[src/hw/rtl/ssd_pkg.sv]
package ssd_pkg;

	localparam int PAL_ENTRIES_DEF = 256;
	localparam int COLOR_W         = 16;
	localparam logic [9:0] COL_MAX = 10'd1023;

	localparam logic [1:0] KIND_HEADER = 2'd0;
	localparam logic [1:0] KIND_PIXEL  = 2'd1;
	localparam logic [1:0] KIND_END    = 2'd2;

	localparam logic FUNC_STREAM = 1'b0;
	localparam logic FUNC_PAL    = 1'b1;

	typedef enum logic [2:0] {
		PH_HEADER = 3'd0,
		PH_SEGS   = 3'd1,
		PH_SKIP   = 3'd2,
		PH_RUNW   = 3'd3,
		PH_PIXEL  = 3'd4
	} phase_t;

	typedef struct packed {
		logic               func;
		logic [7:0]         data_byte;
		logic [7:0]         pal_index;
		logic [COLOR_W-1:0] pal_rgb;
	} cmd_item_t;

	typedef struct packed {
		logic [1:0]         kind;
		logic [7:0]         row;
		logic [9:0]         column;
		logic [COLOR_W-1:0] color;
		logic               out_of_bounds;
		logic               image_end;
		logic [7:0]         img_width;
		logic [7:0]         img_height;
		logic [7:0]         img_x;
		logic [7:0]         img_y;
	} rsp_item_t;

endpackage

[src/hw/rtl/ssd_ram.sv]
module ssd_ram #(
	parameter int WIDTH = 16,
	parameter int DEPTH = 256
) (
	input  logic                     clk,
	input  logic                     we,
	input  logic [$clog2(DEPTH)-1:0] waddr,
	input  logic [WIDTH-1:0]         wdata,
	input  logic                     re,
	input  logic [$clog2(DEPTH)-1:0] raddr,
	output logic [WIDTH-1:0]         rdata
);

	logic [WIDTH-1:0] mem [DEPTH];

	always_ff @(posedge clk) begin
		if (we) begin
			mem[waddr] <= wdata;
		end
		if (re) begin
			rdata <= mem[raddr];
		end
	end

endmodule

[src/hw/rtl/sprite_span_decoder_top.sv]
// Span-coded sprite decoder. Takes one command beat per cycle: a palette
// write (func=1) or the next byte of the sprite stream (func=0). Stream bytes
// walk a small parser (header, segment count, skip, run width, indices); each
// index byte looks up the palette RAM at the edge that accepts it, and the
// result moves from the lookup stage to the output register whenever the
// output register is not stalled. The parser and the palette port both take
// a new beat every cycle, so the sustained rate is one beat per cycle;
// cmd_stall rises only while a result is held in the lookup stage behind a
// stalled output register.
module sprite_span_decoder_top import ssd_pkg::*; #(
	parameter int PALETTE_ENTRIES = PAL_ENTRIES_DEF
) (
	input  logic      clk,
	input  logic      arst_n,
	input  logic      cmd_valid,
	output logic      cmd_stall,
	input  cmd_item_t cmd,
	output logic      rsp_valid,
	input  logic      rsp_stall,
	output rsp_item_t rsp
);

	localparam int AW = $clog2(PALETTE_ENTRIES);
	localparam logic [8:0] ENTRIES_9 = 9'(PALETTE_ENTRIES);

	function automatic logic [9:0] col_sat(input logic [9:0] c, input logic [7:0] n);
		logic [10:0] s;
		s = {1'b0, c} + {3'b000, n};
		col_sat = (s > {1'b0, COL_MAX}) ? COL_MAX : s[9:0];
	endfunction

	// parser state
	phase_t     phase_q, phase_n;
	logic [1:0] hcnt_q, hcnt_n;
	logic [7:0] width_q, width_n, height_q, height_n, xoff_q, xoff_n, yoff_q, yoff_n;
	logic [7:0] row_q, row_n, segs_q, segs_n, run_q, run_n;
	logic [9:0] col_q, col_n;

	// result produced by this beat, before palette lookup
	logic       r_valid, r_end, r_oob;
	logic [1:0] r_kind;
	logic [7:0] r_row;
	logic [9:0] r_col;

	logic       accept, stream_acc, pal_we, adv;
	logic [7:0] b, row_inc, segs_dec;
	logic       row_done;

	// lookup stage
	logic       valid_s1, inrange_s1, end_s1, oob_s1;
	logic [1:0] kind_s1;
	logic [7:0] row_s1, width_s1, height_s1, xoff_s1, yoff_s1;
	logic [9:0] col_s1;
	logic [COLOR_W-1:0] rdata;

	logic      rsp_valid_q;
	rsp_item_t rsp_q;

	assign adv        = !rsp_valid_q || !rsp_stall;
	assign cmd_stall  = valid_s1 && !adv;
	assign accept     = cmd_valid && !cmd_stall;
	assign stream_acc = accept && (cmd.func == FUNC_STREAM);
	assign pal_we     = accept && (cmd.func == FUNC_PAL) && ({1'b0, cmd.pal_index} < ENTRIES_9);
	assign b          = cmd.data_byte;
	assign row_inc    = row_q + 8'd1;
	assign row_done   = row_inc >= height_q;
	assign segs_dec   = (segs_q != 8'd0) ? segs_q - 8'd1 : 8'd0;

	ssd_ram #(
		.WIDTH (COLOR_W),
		.DEPTH (PALETTE_ENTRIES)
	) u_pal (
		.clk   (clk),
		.we    (pal_we),
		.waddr (cmd.pal_index[AW-1:0]),
		.wdata (cmd.pal_rgb),
		.re    (stream_acc),
		.raddr (b[AW-1:0]),
		.rdata (rdata)
	);

	always_comb begin
		phase_n  = phase_q;
		hcnt_n   = hcnt_q;
		width_n  = width_q;
		height_n = height_q;
		xoff_n   = xoff_q;
		yoff_n   = yoff_q;
		row_n    = row_q;
		segs_n   = segs_q;
		run_n    = run_q;
		col_n    = col_q;
		r_valid  = 1'b0;
		r_kind   = KIND_HEADER;
		r_row    = 8'd0;
		r_col    = 10'd0;
		r_oob    = 1'b0;
		r_end    = 1'b0;
		case (phase_q)
			PH_HEADER: begin
				hcnt_n = hcnt_q + 2'd1;
				case (hcnt_q)
					2'd0: xoff_n = b;
					2'd1: yoff_n = b;
					2'd2: width_n = b;
					default: begin
						height_n = b;
						hcnt_n   = 2'd0;
						row_n    = 8'd0;
						col_n    = 10'd0;
						segs_n   = 8'd0;
						run_n    = 8'd0;
						r_valid  = 1'b1;
						r_end    = (b == 8'd0);
						phase_n  = (b == 8'd0) ? PH_HEADER : PH_SEGS;
					end
				endcase
			end
			PH_SEGS: begin
				col_n  = 10'd0;
				segs_n = b;
				if (b == 8'd0) begin
					row_n = row_inc;
					if (row_done) begin
						phase_n = PH_HEADER;
						hcnt_n  = 2'd0;
						r_valid = 1'b1;
						r_kind  = KIND_END;
						r_row   = row_q;
						r_end   = 1'b1;
					end else begin
						phase_n = PH_SEGS;
					end
				end else begin
					phase_n = PH_SKIP;
				end
			end
			PH_SKIP: begin
				col_n   = col_sat(col_q, {1'b0, b[7:1]});
				phase_n = PH_RUNW;
			end
			PH_RUNW: begin
				run_n = b;
				if (b == 8'd0) begin
					segs_n = segs_dec;
					if (segs_dec == 8'd0) begin
						col_n = 10'd0;
						row_n = row_inc;
						if (row_done) begin
							phase_n = PH_HEADER;
							hcnt_n  = 2'd0;
							r_valid = 1'b1;
							r_kind  = KIND_END;
							r_row   = row_q;
							r_end   = 1'b1;
						end else begin
							phase_n = PH_SEGS;
						end
					end else begin
						phase_n = PH_SKIP;
					end
				end else begin
					phase_n = PH_PIXEL;
				end
			end
			PH_PIXEL: begin
				r_valid = 1'b1;
				r_kind  = KIND_PIXEL;
				r_row   = row_q;
				r_col   = col_q;
				r_oob   = col_q >= {2'b00, width_q};
				col_n   = col_sat(col_q, 8'd1);
				run_n   = run_q - 8'd1;
				if (run_q == 8'd1) begin
					segs_n = segs_dec;
					if (segs_dec == 8'd0) begin
						col_n = 10'd0;
						row_n = row_inc;
						if (row_done) begin
							phase_n = PH_HEADER;
							hcnt_n  = 2'd0;
							r_end   = 1'b1;
						end else begin
							phase_n = PH_SEGS;
						end
					end else begin
						phase_n = PH_SKIP;
					end
				end
			end
			default: begin
				phase_n = PH_HEADER;
				hcnt_n  = 2'd0;
			end
		endcase
	end

	always_ff @(posedge clk or negedge arst_n) begin
		if (!arst_n) begin
			phase_q  <= PH_HEADER;
			hcnt_q   <= 2'd0;
			width_q  <= 8'd0;
			height_q <= 8'd0;
			xoff_q   <= 8'd0;
			yoff_q   <= 8'd0;
			row_q    <= 8'd0;
			segs_q   <= 8'd0;
			run_q    <= 8'd0;
			col_q    <= 10'd0;
		end else if (stream_acc) begin
			phase_q  <= phase_n;
			hcnt_q   <= hcnt_n;
			width_q  <= width_n;
			height_q <= height_n;
			xoff_q   <= xoff_n;
			yoff_q   <= yoff_n;
			row_q    <= row_n;
			segs_q   <= segs_n;
			run_q    <= run_n;
			col_q    <= col_n;
		end
	end

	// lookup stage: holds while stalled, palette read data holds with it
	always_ff @(posedge clk or negedge arst_n) begin
		if (!arst_n) begin
			valid_s1 <= 1'b0;
		end else if (stream_acc && r_valid) begin
			valid_s1 <= 1'b1;
		end else if (adv) begin
			valid_s1 <= 1'b0;
		end
	end

	always_ff @(posedge clk) begin
		if (stream_acc) begin
			kind_s1    <= r_kind;
			row_s1     <= r_row;
			col_s1     <= r_col;
			oob_s1     <= r_oob;
			end_s1     <= r_end;
			inrange_s1 <= {1'b0, b} < ENTRIES_9;
			width_s1   <= width_n;
			height_s1  <= height_n;
			xoff_s1    <= xoff_n;
			yoff_s1    <= yoff_n;
		end
	end

	always_ff @(posedge clk or negedge arst_n) begin
		if (!arst_n) begin
			rsp_valid_q <= 1'b0;
		end else if (adv) begin
			rsp_valid_q <= valid_s1;
		end
	end

	always_ff @(posedge clk) begin
		if (adv && valid_s1) begin
			rsp_q.kind          <= kind_s1;
			rsp_q.row           <= row_s1;
			rsp_q.column        <= col_s1;
			rsp_q.color         <= (kind_s1 == KIND_PIXEL && inrange_s1) ? rdata : '0;
			rsp_q.out_of_bounds <= oob_s1;
			rsp_q.image_end     <= end_s1;
			rsp_q.img_width     <= width_s1;
			rsp_q.img_height    <= height_s1;
			rsp_q.img_x         <= xoff_s1;
			rsp_q.img_y         <= yoff_s1;
		end
	end

	assign rsp_valid = rsp_valid_q;
	assign rsp       = rsp_q;

endmodule

[config.mk]
export PLATFORM = sky130hd
export DESIGN_NAME = sprite_span_decoder_top
export DESIGN_NICKNAME = d
export VERILOG_FILES = /design/src/hw/rtl/ssd_pkg.sv /design/src/hw/rtl/ssd_ram.sv /design/src/hw/rtl/sprite_span_decoder_top.sv
export SDC_FILE = /design/constraint.sdc
export NUM_CORES = 2
export LEC_CHECK = 0
export BUFFER_PORTS_ARGS = -buffer_cell sky130_fd_sc_hd__clkbuf_2
export CORE_MARGIN = 2
export CORE_UTILIZATION = 45
export CTS_BUF_LIST = sky130_fd_sc_hd__clkbuf_4 sky130_fd_sc_hd__clkbuf_8
export CTS_CLUSTER_SIZE = 24
export DETAILED_ROUTE_END_ITERATION = 8
export PLACE_DENSITY = 0.58
export SYNTH_ARGS = -nofsm -noshare
export SYNTH_HDL_FRONTEND = slang
export SYNTH_SLANG_ARGS = --single-unit
[constraint.sdc]
create_clock -name clk -period 6.8 [get_ports clk]
set_input_delay 0.68 -clock clk [delete_from_list [all_inputs] [get_ports clk]]
set_output_delay 0.68 -clock clk [all_outputs]
set_load 0.02 [all_outputs]
==> reports/results.ini <==
[placement]
gp_congestion = 0.8782
portBuffers = 108
dp.final_hpwl_mm = 291.0

[critical_path]
reg2regPathDepth = 5
worstReg2RegStart = rsp_valid
r2r_end = u_pal.mem[254][4]
startpoint_type = input port
r2r_setup_slack_ps = 2650
crit_fanout = 46
critPathKind = input port to register
arrival_ps = 5620
crit_end = u_pal.rdata[10]
cp.required_ps = 7890
end_kind = register
startpoint = cmd[26]

[cts]
insertion_delay_ps = 1280
cts_tree = yes
clkSinkCount = 4309
htree_levels = 6
cts_root_buf = clkbuf_8
post-cts-setup-buffers = 0
clk_pin_slew_ps = 60
cts_buffers = 685
cts_resized = 0
cts_max_path_buffers = 4

[global_route]
antenna_found_initial = 36
gr-usage-all-layers_pct = 25.99
grt_pass1_vias = 84740
grt_pass1_wl_mm = 678.2
grt_start_max_net_pins = 169
grt_overflow = 0

[synthesis]
synthArstFlopShare_pct = 1.694
synth_seq_cells = 4309
avgSynthCellArea_um2 = 21.86
synth_warnings = 0
yosysUniqueCellTypes = 77
synth_edf_count = 4236
yosysSeqAreaShare_pct = 77.44
syn_inst = 7623
synth_ff_type = edfxtp_1
synth_fp_nets = 7695
netlist_area_um2 = 166600

[run_status]
status = finished with violations
violations = max-capacitance violations

[sta]
min_period_over_period_pct = 66.72
period_needed_ps = 4537
setup_viol = 0
drv_slew = 0
max_slew_margin_pct = 0.7578
tns_ps = 0
tightestPinTransition_ps = 1473
finalHoldViolCount = 0
max_freq_mhz = 220.4
fin_skew_ps = 95.80
rsz0062_at_grt = no

[detailed_routing]
drt.antenna.violating_nets = 0
drt_first_pass_iters = 8
drc = 0
routed_wl_mm = 491.6
wl_per_cell_um = 35.37
via_per_inst = 6.178
num_vias = 85870
first_iter_violations = 12070

[floorplanning]
die_h_um = 612.5
core-area_um2 = 368900
die_w_um = 612.5
die_area_um2 = 375200
num_io_pins = 109
row_count = 223
initial_core_util_pct = 45.17

[run]
maxCapViolations = 1

[pwr]
combPwrFrac_pct = 7.0
p_leak_nw = 59.90
p_clk_share_pct = 39.0
netSwitchingFraction_pct = 23.85
seqPwrFrac_pct = 54.0
cellInternalPower_mw = 41.90
powerDensity_nw_per_um2 = 291.6
ir_worst_vdd_mv = 0.2037
switchingPower_mw = 13.12

[finish]
fin_util_pct = 51.16
final_nets = 8480
n_fill_cell = 29140
drive_gt1_share_pct = 31.89
areaGrowthSynthToFinish_pct = 13.26

[worst_hold_path]
hp-class = input port to register

## synthesized netlist by cell type, drive strengths merged (21+ instances only)
cell type,count,share of area (%)
a22oi,59,0.27
and2,28,0.11
nor2b,25,0.094
o22ai,57,0.21
buf,249,0.89
dfrtp,73,1.1
nand2,304,0.68
mux2,33,0.22
nor3,25,0.075
and3,21,0.079
mux2i,176,1.1
a31oi,30,0.11
a221oi,46,0.24
nor2,381,0.86
mux4,1101,15
nand3,61,0.18
o221ai,23,0.12
inv,41,0.092
a21oi,79,0.24
o21ai,174,0.53
clkbuf,170,0.38
edfxtp,4236,76
ha,34,0.26
## per-layer routing
layer / vias to the layer above / share of wire, % / global-route usage, %
li1: 33710 / - / -
met1: 46150 / 39 / 36.49
met2: 5151 / 47 / 40.33
met3: 842 / 10 / 5.292
met4: 10 / 4.1 / 10.03
met5: - / 0.012 / 0
## layout make-up
type	count	area [um^2]	share of cell area, %
Timing Repair Buffer	517	4397	2.330
Multi-Input combinational cell	2850	35770	18.96
Clock buffer	915	11200	5.938
Sequential cell	4309	129000	68.38
Clock inverter	303	1901	1.007
Inverter	45	187.7	0.09946
Antenna cell	10	25.02	0.01326
Tap cell	4950	6193	3.282
## cell families after synthesis
logic type	Yosys count	share of synthesized area (%)
flops	4309	77.44
mux	1310	16.16
simple gates	894	2.297
compound gates	595	2.374
buf+inv	464	1.376
fa+ha+maj	35	0.2673
xor+xnor	16	0.08410
## stage by stage
| stage | hold WS, ps | setup slack [ps] | total power [mW] | std cells | instance area [um^2] |
|---|---|---|---|---|---|
| floorplan | 384.4 | 417.2 | 32.27 | 7623 | 166600 |
| global placement | 402.1 | 1719 | 33.98 | 12650 | 175400 |
| detailed placement | 404.5 | 1669 | 34.07 | 12650 | 175400 |
| CTS | 0.2799 | 2512 | 55.33 | 13890 | 188700 |
| global route | 66.87 | 2428 | 56.64 | 13890 | 188700 |
| finish | 95.36 | 2263 | 55.02 | 13900 | 188700 |
## worst max-delay path, stage by stage
cell and delay, ps:
dlygate4sd3_1 570, buf_8 510, inv_8 370, buf_4 380, nor2_2 980, a221oi_1 360
o21ai_0 420, nor2_1 70, o21ai_0 890, a31oi_1 180, nand2_1 100
## power groups by stage
stage	logic (mW)	clock network, mW	registers, mW
2_1_floorplan	2.11	0	30.2
3_3_place_gp	3.77	0	30.2
3_5_place_dp	3.84	0	30.2
4_1_cts	3.86	21.8	29.7
5_1_grt	4.07	22.9	29.7
6_report	3.87	21.5	29.7
## placed cells by master (no fill, tap or decap), types with 37 or more instances in the layout
cell type,instances
edfxtp_1,4236
a21oi_1,79
buf_12,44
nand2_1,294
nor2_1,248
dfrtp_1,73
clkbuf_4,222
o22ai_1,57
nand3_1,55
clkbuf_2,83
mux4_2,1101
o21ai_0,164
clkinv_1,176
clkbuf_8,698
mux2i_1,176
inv_1,37
a221oi_1,46
clkinv_2,67
buf_4,353
nor2_2,126
a22oi_1,59
## flip-flops by register name, indices dropped and copies added, names as in the netlist, 10 cells and up
signal       flops
rsp             70
u_pal.rdata     16
u_pal.mem     4096
col_q           10
col_s1          10
## how the worst min path moves through the flow
stage / startpoint / depth (start not counted) / end / slack [ps]
final: cmd[15] / 1 / u_pal.mem[147][15] / 100
after global placement: col_s1[4] / 0 / rsp[54] / 400
after floorplan: arst_n / 0 / col_q[0] / 380
after detailed placement: col_s1[4] / 0 / rsp[54] / 400
after CTS: cmd[2] / 1 / u_pal.mem[202][2] / 0.3
after global routing: cmd[15] / 1 / u_pal.mem[147][15] / 70
## repair_timing
| item | CTS | global route |
|---|---|---|
| endpoints found under the hold margin | 632 | 16 |
| endpoints found under the setup margin | 0 | 0 |
| hold buffers | 16 | 1 |
Note: power is estimated with default switching activity, not from simulation.
